===== src/rtl/point_rotate_about_center_unit_macros.svh =====
// ----------------------------------------------------------------------------
// point rotation unit: assertion macros
// shared property shorthands for the rotation datapath, sampled on clk and
// quiet while rst is high
// ----------------------------------------------------------------------------
`ifndef POINT_ROTATE_ABOUT_CENTER_UNIT_MACROS_SVH
`define POINT_ROTATE_ABOUT_CENTER_UNIT_MACROS_SVH

// condition in this cycle implies consequence in the same cycle
`define PRC_ASSERT_NOW(label, ante, cons, msg) \
  label: assert property (@(posedge clk) disable iff (rst) (ante) |-> (cons)) \
    else $error(msg);

// condition in this cycle implies consequence in the next cycle
`define PRC_ASSERT_NEXT(label, ante, cons, msg) \
  label: assert property (@(posedge clk) disable iff (rst) (ante) |=> (cons)) \
    else $error(msg);

`endif


===== src/rtl/prc_pkg.sv =====
`timescale 1ns / 1ps
// ----------------------------------------------------------------------------
// prc_pkg
// types and fixed constants of the point rotation datapath
// ----------------------------------------------------------------------------
package prc_pkg;

  // phase word: one full turn is 2^32
  localparam int PHASE_W = 32;
  // radian and series values are q30
  localparam int FRAC_W = 30;
  // series terms, up to 1.0 in q30
  localparam int TERM_W = 31;
  // running series sums
  localparam int SUM_W = 32;
  // terms after the first one in each series
  localparam int SERIES_TERMS = 6;

  typedef logic [TERM_W-1:0]        term_t;
  typedef logic signed [SUM_W-1:0]  sum_t;
  typedef logic [FRAC_W-1:0]        q30_t;
  typedef logic [1:0]               quad_t;

  localparam q30_t              EIGHTH_TURN  = 30'h2000_0000;
  localparam logic [FRAC_W:0]   QUARTER_TURN = 31'h4000_0000;
  localparam term_t             Q30_ONE      = 31'h4000_0000;
  // pi/2 in q32 is 2^32 plus this
  localparam logic [31:0]       HALF_PI_LOW  = 32'h921F_B544;

  localparam quad_t QUAD_0 = 2'd0;
  localparam quad_t QUAD_1 = 2'd1;
  localparam quad_t QUAD_2 = 2'd2;
  localparam quad_t QUAD_3 = 2'd3;

endpackage


===== src/rtl/prc_angle_prep.sv =====
`timescale 1ns / 1ps
// ----------------------------------------------------------------------------
// prc_angle_prep
// folds the angle into the first octant and forms x and x^2 in q30 radians
// ----------------------------------------------------------------------------
module prc_angle_prep import prc_pkg::*; #(
  parameter int ANGLE_WIDTH = 16,
  parameter int SIDE_W      = 64
) (
  input  logic                   clk,
  input  logic                   rst,
  input  logic                   en,
  input  logic                   in_valid,
  input  logic [ANGLE_WIDTH-1:0] angle,
  input  logic [SIDE_W-1:0]      side_in,
  output logic                   out_valid,
  output q30_t                   x,
  output q30_t                   x2,
  output quad_t                  quad,
  output logic                   swap,
  output logic [SIDE_W-1:0]      side_out
);

  logic [PHASE_W-1:0] phase;
  q30_t               frac;
  q30_t               frac_fold;
  logic               fold;
  logic [61:0]        prod_k;
  q30_t               x_val;
  logic [59:0]        prod_sq;

  logic               s1_valid, s2_valid;
  q30_t               s1_frac, s2_x;
  quad_t              s1_quad, s2_quad;
  logic               s1_swap, s2_swap;
  logic [SIDE_W-1:0]  s1_side, s2_side;

  assign phase     = PHASE_W'(angle) << (PHASE_W - ANGLE_WIDTH);
  assign frac      = phase[FRAC_W-1:0];
  assign fold      = frac > EIGHTH_TURN;
  assign frac_fold = fold ? FRAC_W'(QUARTER_TURN - {1'b0, frac}) : frac;

  // f * (2^32 + low) >> 32 == f + (f * low >> 32)
  assign prod_k  = 62'(s1_frac) * 62'(HALF_PI_LOW);
  assign x_val   = s1_frac + FRAC_W'(prod_k >> 32);
  assign prod_sq = 60'(s2_x) * 60'(s2_x);

  always_ff @(posedge clk) begin
    if (rst) begin
      s1_valid  <= 1'b0;
      s2_valid  <= 1'b0;
      out_valid <= 1'b0;
    end else if (en) begin
      s1_valid  <= in_valid;
      s2_valid  <= s1_valid;
      out_valid <= s2_valid;
    end
  end

  always_ff @(posedge clk) begin
    if (en) begin
      s1_frac  <= frac_fold;
      s1_quad  <= phase[PHASE_W-1 -: 2];
      s1_swap  <= fold;
      s1_side  <= side_in;
      s2_x     <= x_val;
      s2_quad  <= s1_quad;
      s2_swap  <= s1_swap;
      s2_side  <= s1_side;
      x        <= s2_x;
      x2       <= prod_sq[2*FRAC_W-1:FRAC_W];
      quad     <= s2_quad;
      swap     <= s2_swap;
      side_out <= s2_side;
    end
  end

endmodule


===== config.mk =====
export PLATFORM = sky130hd
export DESIGN_NAME = prc_angle_prep
export DESIGN_NICKNAME = d
export VERILOG_FILES = /design/src/rtl/point_rotate_about_center_unit_macros.svh /design/src/rtl/prc_pkg.sv /design/src/rtl/prc_angle_prep.sv
export SDC_FILE = /design/constraint.sdc
export NUM_CORES = 2
export LEC_CHECK = 0
export BUFFER_PORTS_ARGS = -buffer_cell sky130_fd_sc_hd__buf_2
export CORE_UTILIZATION = 36
export CTS_BUF_LIST = sky130_fd_sc_hd__clkbuf_4 sky130_fd_sc_hd__clkbuf_8
export CTS_CLUSTER_DIAMETER = 60
export DETAILED_ROUTE_END_ITERATION = 8
export PLACE_DENSITY = 0.61
export SLEW_MARGIN = 5
export SYNTH_ARGS = -nofsm -noshare
export SYNTH_HDL_FRONTEND = slang
export SYNTH_SLANG_ARGS = --single-unit
export TNS_END_PERCENT = 5

===== constraint.sdc =====
create_clock -name clk -period 15.2 [get_ports clk]
set_clock_uncertainty 0.2 [all_clocks]
set_input_delay 2.28 -clock clk [delete_from_list [all_inputs] [get_ports clk]]
set_output_delay 2.28 -clock clk [all_outputs]
set_load 0.03 [all_outputs]

==> out/summary.md <==
The area fraction in compound gates after synthesis is 3.89%, and the row count is 125. After synthesis the netlist holds a flip-flop and latch count of 308. Half-perimeter wire length after placement: 79.9 mm. The tree is rooted in a sky130_fd_sc_hd__clkbuf_8. Worst min-delay path class: reg2reg. In the finished design, the share of the clock period the worst path needs comes to 59.7%. Area overhead of the layout relative to synthesis: 9.50%. The worst hold slack after final layout was 0.184 ns; the sum of overflow across all layers after global routing was 0. The signal arrival time at the worst endpoint is 9.28 ns, and the height of the die is 346 um. The die width is 346 um. For this configuration, the core starts out at a cell density of 36.5%. At the pin with the least slew margin, the transition time is 1.07 ns.

The flow ran to the end, and the final reports show no timing, DRC or antenna violations. Cells with a size suffix above 1 make up 8.83% of the layout. After synthesis, the share of cell area in mux cells is 0.121%. The tools report the first-pass GRT wire length as 160 mm.

The first-pass iteration count of the detailed router was 5. Data on the critical path is required at its endpoint by 15.40 ns. Clock-pin slew was measured on the worst setup and hold paths at 0.06 ns. Pin placement for this block handled 212 I/O pins.

The count of pins over their slew limit is 0, and the mapped cell area is 42500 um2. In this run, placement finished with an instance count of 5549. Along the worst path, the maximum fanout reaches 15.

The number of distinct standard cells referenced by the synthesized netlist came out at 73. STA classifies the critical path startpoint as a flop. Across the run, the number of max-cap violations was 0. The logs give 5516 for the net count reported at finish and 308 for the number of clock sinks. The routed via count divided by cell count is 4.68, and the placeable core area is 117000 um2. After synthesis, the largest family of logic cells by area is adder cells. The number of cells upsized or downsized after cts is 0, and the number of CTS-inserted buffers is 55.

The area share of and/or/nand/nor cells after synthesis was 7.09%. The final core utilization was 39.9%; the pin count of the biggest net entering global routing was 90. In the final timing run, aggregate negative setup slack is 0 ns.

The kind of critical path is reg2reg. Global routing used 17.4% of the available tracks across all layers. The fraction of synthesis flops using an asynchronous set or reset pin came out at 0%.

The run gives 0 as the post-route antenna net violation count. Once layout is complete, the cells apart from fillers number 5649. The die covers 120000 um2. During placement, the flow inserted port buffers numbering 211. The worst stage delay on the critical path is 0.93 ns.

Summed over all layers, the routed wires come to 101 mm. Kind of cell adding the most delay to the critical path: adder cells. The congestion estimate from routability-driven global placement came to 0.860. Summing the areas of all fa, ha and maj instances in the mapped netlist gives 54.3% of the synthesized area. The number of buffers added to fix hold violations after cts is 0.

The count of synthesis-stage warnings from yosys was 0; the clock latency on the worst-skew pair was 0.68 ns. In this run, synthesis inferred 305 flip-flops with an integrated enable. Among all stages on the critical path, the largest delay is contributed by sky130_fd_sc_hd__edfxtp_1. In this run, the number of DRC markers left after iteration 0 of detailed routing was 1445.

The vias after detailed routing was 26500; the hold violation count in the final report was 0. Summing the sequential cell areas from Yosys gives 21.7% of the chip area. Number of failing setup endpoints in the final timing report: 0.

Setup repair after global routing left no endpoint under its margin. Timing would allow up to 0.110 GHz. TritonCTS built the clock tree.

Detailed-route DRC error count: 0. The clock period minus worst slack was 9.07 ns. The average wire per cell in the routed design was 17.8 um. The synthesized area per cell was 11.0 um2; the initial antenna violation count was 5. For this run, the leading register cell type out of synthesis is sky130_fd_sc_hd__edfxtp_1.

STA classifies the critical path endpoint as a flop. The critical path buffer and inverter count was 4. The logs give 5301 for the net count after synthesis and 28.9% for the relative slew slack. The xor/xnor cell area share of the yosys netlist was 2.01%. The clock passes through at most 3 buffers.

By instance count, the cell type seen most on the critical path is sky130_fd_sc_hd__ha_1. The cell count after synthesis came out at 3867. The tools report the post-CTS setup repair buffer count as 0. Number of global-route vias before repair: 28700.

The count of H-tree levels built during CTS is 2.
-- layout by cell type (no fill, tap or decap), drive strengths merged, types with 18 or more instances in the layout --
master	n
nand4	18
xor2	28
inv	1149
buf	244
clkbuf	72
clkinv	22
a21oi	86
nand2	251
fa	825
o21ai	37
a21o	35
edfxtp	305
nor2	112
and2	167
xnor2	67
ha	525
nand3	18
-- synth_stat cells, types with 12 or more instances --
cell type / n / share of area [%]
sky130_fd_sc_hd__o21bai_1: 12 / 0.21
sky130_fd_sc_hd__edfxtp_1: 305 / 22
sky130_fd_sc_hd__xor2_1: 28 / 0.58
sky130_fd_sc_hd__nand4_1: 18 / 0.26
sky130_fd_sc_hd__nand2_1: 250 / 2.2
sky130_fd_sc_hd__nor3_1: 12 / 0.14
sky130_fd_sc_hd__fa_1: 825 / 39
sky130_fd_sc_hd__nor2_1: 112 / 0.99
sky130_fd_sc_hd__o21ai_0: 32 / 0.38
sky130_fd_sc_hd__a21o_1: 35 / 0.62
sky130_fd_sc_hd__xnor2_1: 67 / 1.4
sky130_fd_sc_hd__ha_1: 525 / 15
sky130_fd_sc_hd__inv_1: 1148 / 10
sky130_fd_sc_hd__nand3_1: 18 / 0.21
sky130_fd_sc_hd__clkbuf_1: 84 / 0.74
sky130_fd_sc_hd__and2_1: 167 / 2.5
sky130_fd_sc_hd__a21oi_1: 83 / 0.98
-- path summary, 6_finish.rpt --
| check | from | endpoint | slack, ns | depth (start not counted) |
|---|---|---|---|---|
| max reg2reg | s1_frac[22]$_DFFE_PP_ | s2_x[28]$_DFFE_PP_ | 6.13 | 33 |
| min reg2reg | s1_side[5]$_DFFE_PP_ | s2_side[5]$_DFFE_PP_ | 0.18 | 0 |
| max | s1_frac[22]$_DFFE_PP_ | s2_x[28]$_DFFE_PP_ | 6.13 | 33 |
| min | s1_side[5]$_DFFE_PP_ | s2_side[5]$_DFFE_PP_ | 0.18 | 0 |
-- registers in the layout, indices dropped and copies added (netlist names) --
| name | count |
|---|---|
| s2_side | 64 |
| side_out | 64 |
| s2_swap | 1 |
| s1_swap | 1 |
| s1_side | 64 |
| s1_frac | 14 |
| s2_quad | 2 |
| x | 30 |
| s2_x | 30 |
| x2 | 30 |
| quad | 2 |
| swap | 1 |
| s1_valid | 1 |
| out_valid | 1 |
| s1_quad | 2 |
| s2_valid | 1 |
-- kinds of logic after synthesis --
kind of cell / count (synthesis)
adders and majority gates: 1350
and+or+nand+nor: 621
buffers and inverters: 1241
muxes: 5
xor gates and xnor gates: 96
DFF: 308
AOI/OAI and AO/OA: 246
-- layout make-up --
type,count,area (um2)
fill,11400,70100
multi-input combinational,2318,28700
sequential,308,9220
inverter,1155,4340
tap,1524,1910
timing repair buffer,244,1310
clock buffer,72,903
clock inverter,26,240
antenna,2,5.00
-- per-stage QoR --
step	instance area (um2)	setup WS, ns
3_3_place_gp	45400	6.26
4_1_cts	46600	6.12
3_5_place_dp	45400	6.11
6_report	46600	6.13
5_1_grt	46600	5.63
2_1_floorplan	42500	7.04
-- routing by layer --
layer	routed length, um	GRT usage [%]	vias to the layer above
li1	-	-	12200
met1	42100	22.4	13500
met2	49500	29.6	642
met3	6120	3.17	172
met4	2960	5.35	2
met5	12	0	-
Power is left out: the tool's default activity adds up to more than one toggle a clock period on the data nets, which glitch-free logic cannot reach.
