--- src/rtl/point_rotate_about_center_unit_macros.svh ---
// ----------------------------------------------------------------------------
// point rotation unit: assertion macros
// shared property shorthands for the rotation datapath, sampled on clk and
// quiet while rst is high
// ----------------------------------------------------------------------------
`ifndef POINT_ROTATE_ABOUT_CENTER_UNIT_MACROS_SVH
`define POINT_ROTATE_ABOUT_CENTER_UNIT_MACROS_SVH

// condition in this cycle implies consequence in the same cycle
`define PRC_ASSERT_NOW(label, ante, cons, msg) \
  label: assert property (@(posedge clk) disable iff (rst) (ante) |-> (cons)) \
    else $error(msg);

// condition in this cycle implies consequence in the next cycle
`define PRC_ASSERT_NEXT(label, ante, cons, msg) \
  label: assert property (@(posedge clk) disable iff (rst) (ante) |=> (cons)) \
    else $error(msg);

`endif

--- src/rtl/prc_pkg.sv ---
`timescale 1ns / 1ps
// ----------------------------------------------------------------------------
// prc_pkg
// types and fixed constants of the point rotation datapath
// ----------------------------------------------------------------------------
package prc_pkg;

  // phase word: one full turn is 2^32
  localparam int PHASE_W = 32;
  // radian and series values are q30
  localparam int FRAC_W = 30;
  // series terms, up to 1.0 in q30
  localparam int TERM_W = 31;
  // running series sums
  localparam int SUM_W = 32;
  // terms after the first one in each series
  localparam int SERIES_TERMS = 6;

  typedef logic [TERM_W-1:0]        term_t;
  typedef logic signed [SUM_W-1:0]  sum_t;
  typedef logic [FRAC_W-1:0]        q30_t;
  typedef logic [1:0]               quad_t;

  localparam q30_t              EIGHTH_TURN  = 30'h2000_0000;
  localparam logic [FRAC_W:0]   QUARTER_TURN = 31'h4000_0000;
  localparam term_t             Q30_ONE      = 31'h4000_0000;
  // pi/2 in q32 is 2^32 plus this
  localparam logic [31:0]       HALF_PI_LOW  = 32'h921F_B544;

  localparam quad_t QUAD_0 = 2'd0;
  localparam quad_t QUAD_1 = 2'd1;
  localparam quad_t QUAD_2 = 2'd2;
  localparam quad_t QUAD_3 = 2'd3;

endpackage

--- src/rtl/prc_rotate.sv ---
`timescale 1ns / 1ps
// ----------------------------------------------------------------------------
// prc_rotate
// rounds sine and cosine, restores the quadrant, rotates the offset about the
// center, then truncates toward zero and saturates
// ----------------------------------------------------------------------------
module prc_rotate import prc_pkg::*; #(
  parameter int COORD_WIDTH    = 16,
  parameter int TRIG_FRAC_BITS = 16
) (
  input  logic                          clk,
  input  logic                          rst,
  input  logic                          en,
  input  logic                          in_valid,
  input  sum_t                          sum_s,
  input  sum_t                          sum_c,
  input  term_t                         term_s,
  input  term_t                         term_c,
  input  quad_t                         quad,
  input  logic                          swap,
  input  logic signed [COORD_WIDTH-1:0] px,
  input  logic signed [COORD_WIDTH-1:0] py,
  input  logic signed [COORD_WIDTH-1:0] cx,
  input  logic signed [COORD_WIDTH-1:0] cy,
  output logic                          out_valid,
  output logic signed [COORD_WIDTH-1:0] rotated_x,
  output logic signed [COORD_WIDTH-1:0] rotated_y,
  output logic                          clipped
);

  localparam int RSH = FRAC_W - TRIG_FRAC_BITS;
  localparam int MW  = TRIG_FRAC_BITS + 1;      // rounded magnitude
  localparam int CSW = TRIG_FRAC_BITS + 2;      // signed sine / cosine
  localparam int DW  = COORD_WIDTH + 1;         // center offset
  localparam int PW  = DW + CSW;                // one product
  localparam int SW  = PW + 1;                  // rotation sum
  localparam int TRW = SW - TRIG_FRAC_BITS;     // after truncation

  localparam logic signed [SUM_W:0] RND  = (SUM_W+1)'(1) <<< (RSH - 1);
  localparam logic signed [SW-1:0]  BIAS = (SW'(1) <<< TRIG_FRAC_BITS) - SW'(1);
  localparam logic signed [TRW-1:0] CMAX =
    TRW'((64'sd1 <<< (COORD_WIDTH - 1)) - 64'sd1);
  localparam logic signed [TRW-1:0] CMIN = -CMAX - TRW'(1);

  // stage 1: last series term, center offsets
  logic                          r1_valid;
  sum_t                          r1_sin, r1_cos;
  quad_t                         r1_quad;
  logic                          r1_swap;
  logic signed [DW-1:0]          r1_dx, r1_dy;
  logic signed [COORD_WIDTH-1:0] r1_cx, r1_cy;

  // stage 2: signed sine and cosine
  logic                          r2_valid;
  logic signed [CSW-1:0]         r2_sin, r2_cos;
  logic signed [DW-1:0]          r2_dx, r2_dy;
  logic signed [COORD_WIDTH-1:0] r2_cx, r2_cy;

  // stage 3: products
  logic                          r3_valid;
  logic signed [PW-1:0]          r3_xc, r3_ys, r3_xs, r3_yc;
  logic signed [COORD_WIDTH-1:0] r3_cx, r3_cy;

  // stage 4: sums
  logic                          r4_valid;
  logic signed [SW-1:0]          r4_tx, r4_ty;

  logic signed [SUM_W:0]         sin_rnd, cos_rnd;
  logic [MW-1:0]                 sin_mag, cos_mag, mag_s, mag_c;
  logic signed [CSW-1:0]         sp, cp, sin_q, cos_q;
  logic signed [SW-1:0]          cx_sc, cy_sc;
  logic signed [TRW-1:0]         tq_x, tq_y;
  logic                          clip_x, clip_y;

  assign sin_rnd = {r1_sin[SUM_W-1], r1_sin} + RND;
  assign cos_rnd = {r1_cos[SUM_W-1], r1_cos} + RND;
  assign sin_mag = r1_sin[SUM_W-1] ? '0 : MW'(sin_rnd >>> RSH);
  assign cos_mag = r1_cos[SUM_W-1] ? '0 : MW'(cos_rnd >>> RSH);

  // octant fold swaps the pair
  assign mag_s = r1_swap ? cos_mag : sin_mag;
  assign mag_c = r1_swap ? sin_mag : cos_mag;
  assign sp    = $signed({1'b0, mag_s});
  assign cp    = $signed({1'b0, mag_c});

  always_comb begin
    case (r1_quad)
      QUAD_0: begin
        sin_q = sp;
        cos_q = cp;
      end
      QUAD_1: begin
        sin_q = cp;
        cos_q = -sp;
      end
      QUAD_2: begin
        sin_q = -sp;
        cos_q = -cp;
      end
      QUAD_3: begin
        sin_q = -cp;
        cos_q = sp;
      end
      default: begin
        sin_q = sp;
        cos_q = cp;
      end
    endcase
  end

  assign cx_sc = SW'(r3_cx) <<< TRIG_FRAC_BITS;
  assign cy_sc = SW'(r3_cy) <<< TRIG_FRAC_BITS;

  // truncate toward zero
  assign tq_x = r4_tx[SW-1] ? TRW'((r4_tx + BIAS) >>> TRIG_FRAC_BITS)
                            : TRW'(r4_tx >>> TRIG_FRAC_BITS);
  assign tq_y = r4_ty[SW-1] ? TRW'((r4_ty + BIAS) >>> TRIG_FRAC_BITS)
                            : TRW'(r4_ty >>> TRIG_FRAC_BITS);
  assign clip_x = (tq_x > CMAX) || (tq_x < CMIN);
  assign clip_y = (tq_y > CMAX) || (tq_y < CMIN);

  always_ff @(posedge clk) begin
    if (rst) begin
      r1_valid  <= 1'b0;
      r2_valid  <= 1'b0;
      r3_valid  <= 1'b0;
      r4_valid  <= 1'b0;
      out_valid <= 1'b0;
    end else if (en) begin
      r1_valid  <= in_valid;
      r2_valid  <= r1_valid;
      r3_valid  <= r2_valid;
      r4_valid  <= r3_valid;
      out_valid <= r4_valid;
    end
  end

  always_ff @(posedge clk) begin
    if (en) begin
      r1_sin  <= sum_s + $signed(SUM_W'(term_s));
      r1_cos  <= sum_c + $signed(SUM_W'(term_c));
      r1_quad <= quad;
      r1_swap <= swap;
      r1_dx   <= DW'(px) - DW'(cx);
      r1_dy   <= DW'(py) - DW'(cy);
      r1_cx   <= cx;
      r1_cy   <= cy;

      r2_sin  <= sin_q;
      r2_cos  <= cos_q;
      r2_dx   <= r1_dx;
      r2_dy   <= r1_dy;
      r2_cx   <= r1_cx;
      r2_cy   <= r1_cy;

      r3_xc   <= PW'(r2_dx) * PW'(r2_cos);
      r3_ys   <= PW'(r2_dy) * PW'(r2_sin);
      r3_xs   <= PW'(r2_dx) * PW'(r2_sin);
      r3_yc   <= PW'(r2_dy) * PW'(r2_cos);
      r3_cx   <= r2_cx;
      r3_cy   <= r2_cy;

      r4_tx   <= SW'(r3_xc) - SW'(r3_ys) + cx_sc;
      r4_ty   <= SW'(r3_xs) + SW'(r3_yc) + cy_sc;

      rotated_x <= (tq_x > CMAX) ? COORD_WIDTH'(CMAX) :
                   (tq_x < CMIN) ? COORD_WIDTH'(CMIN) : COORD_WIDTH'(tq_x);
      rotated_y <= (tq_y > CMAX) ? COORD_WIDTH'(CMAX) :
                   (tq_y < CMIN) ? COORD_WIDTH'(CMIN) : COORD_WIDTH'(tq_y);
      clipped   <= clip_x || clip_y;
    end
  end

endmodule

--- config.mk ---
export PLATFORM = sky130hd
export DESIGN_NAME = prc_rotate
export DESIGN_NICKNAME = d
export VERILOG_FILES = /design/src/rtl/point_rotate_about_center_unit_macros.svh /design/src/rtl/prc_pkg.sv /design/src/rtl/prc_rotate.sv
export SDC_FILE = /design/constraint.sdc
export NUM_CORES = 2
export LEC_CHECK = 0
export ABC_AREA = 1
export BUFFER_PORTS_ARGS = -buffer_cell sky130_fd_sc_hd__clkbuf_2
export CORE_MARGIN = 3
export CORE_UTILIZATION = 45
export CTS_BUF_LIST = sky130_fd_sc_hd__clkbuf_16
export CTS_CLUSTER_DIAMETER = 40
export DETAILED_ROUTE_END_ITERATION = 7
export SLEW_MARGIN = 30
export SYNTH_ARGS = -nofsm -noshare
export SYNTH_HDL_FRONTEND = slang
export SYNTH_SLANG_ARGS = --single-unit
--- constraint.sdc ---
create_clock -name clk -period 11.3 [get_ports clk]
set_clock_uncertainty 0.15 [all_clocks]
set_input_delay 1.695 -clock clk [delete_from_list [all_inputs] [get_ports clk]]
set_output_delay 1.695 -clock clk [all_outputs]
set_load 0.03 [all_outputs]
==> run summary <==
Port-buffer cells -> 230
Cells after Synth -> 8831
wire length per cell -> 17.7 µm
RSZ-0062 raised after global routing -> no
Worst Setup SP -> r2_dy[9]
#FFs+latches synth -> 491
Initial Util -> 45.6%
ANT nets after route -> 0
crit path max-delay cell type -> edfxtp_1
final setup TNS -> 0 ns
final net count -> 11000
cell area after synthesis -> 75700 µm²
core area -> 166000 µm²
layout cells sized above 1 -> 6.46%
Die Wd -> 416 µm
Clock Latency Late Sink -> 0.70 ns
worst path bufs/invs -> 4
first-pass GRT wire length -> 324000 µm
# DRC -> 0
Worst EP arrival -> 7.80 ns
count leader, synth -> inv_1
Max Slew Vio Count -> 0
RR Startpoint -> r2_dy[9]
Post-CTS Hold Fix Bufs -> 0
fmax -> 133 MHz
worst-path fanout max -> 19
vias -> 56800
min Tclk post-route -> 7.49 ns
CP Depth -> 22
final hold vios -> 0
Final WS setup -> 3.81 ns
worst-case clock buffer depth -> 3
WL final -> 198000 µm
largest area contributor in the netlist -> fa_1
Slew @ Worst Pin -> 0.993 ns
Post-CTS Resized -> 0
CP required -> 11.61 ns
total track usage -> 23.5%
CTS tree -> done
CP max stage delay -> 0.93 ns
Async SR Flop Fraction -> 0%
Synth Flop Type -> edfxtp_1
top cell family by delay on the critical path -> adder cells
hold wc startpoint -> r1_dy[14]
hold slack -> 0.261 ns
Cells on Worst Hold Path -> 0
io pins -> 231
sequential share of the synthesized area -> 19.4%
Die Ht -> 416 µm
DP HPWL -> 156000 µm
Die ar. -> 173000 µm²
syn nets -> 10900
final setup vio count -> 0
CP endpoint kind -> flop
clk root buf -> clkbuf_16
top-area cell type share of the netlist area -> 34.0%
CP Class -> flop to flop
Max H-tree Level -> 3
Worst path most repeated cell -> fa_1
largest net degree at the start of global routing -> 191
outcome -> finished clean
DR iter-0 viols -> 4514
gp weighted congestion -> 0.913
initial antenna violation count -> 1
R2R cell count -> 22
final non-filler cell total -> 11200
DR pass1 iterations -> 6
Core Rows -> 149
pre-CTS setup slack -> 4.07 ns
Max Cap Viol -> 0
GR Overflow Total -> 0
Placed Cells -> 11000
Post-CTS Setup Inserts -> 0
Final Cycle Share -> 66.3%
Cell variety after synth -> 56
main area contributors after synthesis -> fa_1 (34%), edfxtp_1 (19%), inv_1 (12%), nand2_1 (10%), ha_1 (9.0%)
Sink Count -> 491
synth warn -> 0
synth cell count leaders -> inv_1 (2336), nand2_1 (2041), fa_1 (1286)
CP Launch Type -> flop
slew margin rel. -> 33.8%
layout overhead on the synthesized area -> 8.89%
vias per cell -> 5.07
TritonCTS Buffers -> 94
syn avg cell area -> 8.57 µm²
number of synthesized flops with an enable pin -> 486
Reg clk slew, reported paths -> 0.05 ns
vias in the first global route -> 59600
worst min path class -> flop to flop
crit path cell chain -> buf_4 > nand2_1 > fa_1 > inv_1 > fa_1 > fa_1 > fa_1 > fa_1 > inv_1 > fa_1 > inv_1 > ha_1 > nand2_1 > nor2_1 > nor3b_1 > nand4_1 > nand3_1 > nand3_1 > nand2_1 > nand3_1 > o211ai_1 > xor2_1
==> final cells by class <==
cell class	count	area, µm²
multi-input combinational	5686	51000
clock buffer	96	2400
clock inverter	79	955
timing repair buffer	313	1830
tap	2189	2740
fill	15700	83700
sequential	491	14700
antenna	2	5.00
inverter	2347	8810
==> through the flow <==
stage | util, % | instance area (µm²)
3_5_place_dp | 47.6 | 79000
3_3_place_gp | 47.6 | 79000
6_report | 49.6 | 82400
4_1_cts | 49.6 | 82400
5_1_grt | 49.6 | 82400
2_1_floorplan | - | 75700
==> path summary, 6_finish.rpt <==
path | end | slack [ns]
max | r3_ys[33] | 3.81
max reg2reg | r3_ys[33] | 3.81
min reg2reg | r2_dy[14] | 0.26
min | r2_dy[14] | 0.26
==> flip-flops by register name (all words and copies together) (netlist names), 18 cells and up <==
register  count
r4_tx        36
r4_ty        36
r3_xc        35
r3_xs        35
r3_yc        35
r3_ys        35
r1_cos       19
r1_sin       19
r2_cos       18
r2_sin       18
==> kinds of logic after synthesis <==
kind of cell / count (synthesis) / share of synthesized area [%]
fa+ha+maj: 1830 / 43.0
buf+inv: 2654 / 13.2
flops: 491 / 19.4
simple gates: 2828 / 15.3
xor+xnor: 327 / 3.78
compound gates: 701 / 5.33
==> routing by layer <==
| metal | vias up | GRT usage [%] | share of wire (%) |
|---|---|---|---|
| met5 | - | 0 | 0 |
| met4 | 0 | 6.94 | 2.9 |
| met3 | 257 | 3.75 | 6.9 |
| met2 | 1806 | 37.2 | 45 |
| met1 | 28100 | 33.5 | 45 |
| li1 | 26600 | - | - |
==> cells in the final DEF (no fill, tap or decap), types with 12 or more instances in the layout <==
| master | instances |
|---|---|
| nand2_1 | 2041 |
| nor3_1 | 36 |
| clkinv_1 | 12 |
| edfxtp_1 | 486 |
| inv_1 | 2338 |
| ha_1 | 544 |
| bufinv_16 | 14 |
| nor2_1 | 363 |
| nor4_1 | 14 |
| a21o_1 | 29 |
| nand4_1 | 83 |
| clkbuf_16 | 96 |
| inv_6 | 13 |
| nand3_1 | 193 |
| o21a_1 | 19 |
| fa_1 | 1286 |
| a21boi_0 | 22 |
| nand3_2 | 15 |
| o21ai_0 | 164 |
| xnor2_1 | 111 |
| nand2_2 | 25 |
| buf_4 | 80 |
| clkbuf_2 | 229 |
| a31oi_1 | 27 |
| a21oi_1 | 316 |
| xor2_1 | 216 |
| o21bai_1 | 29 |
| o21ai_1 | 26 |
| nor2_2 | 19 |
Power is left out: the tool's default activity adds up to more than one toggle a clock period on the data nets, which glitch-free logic cannot reach.
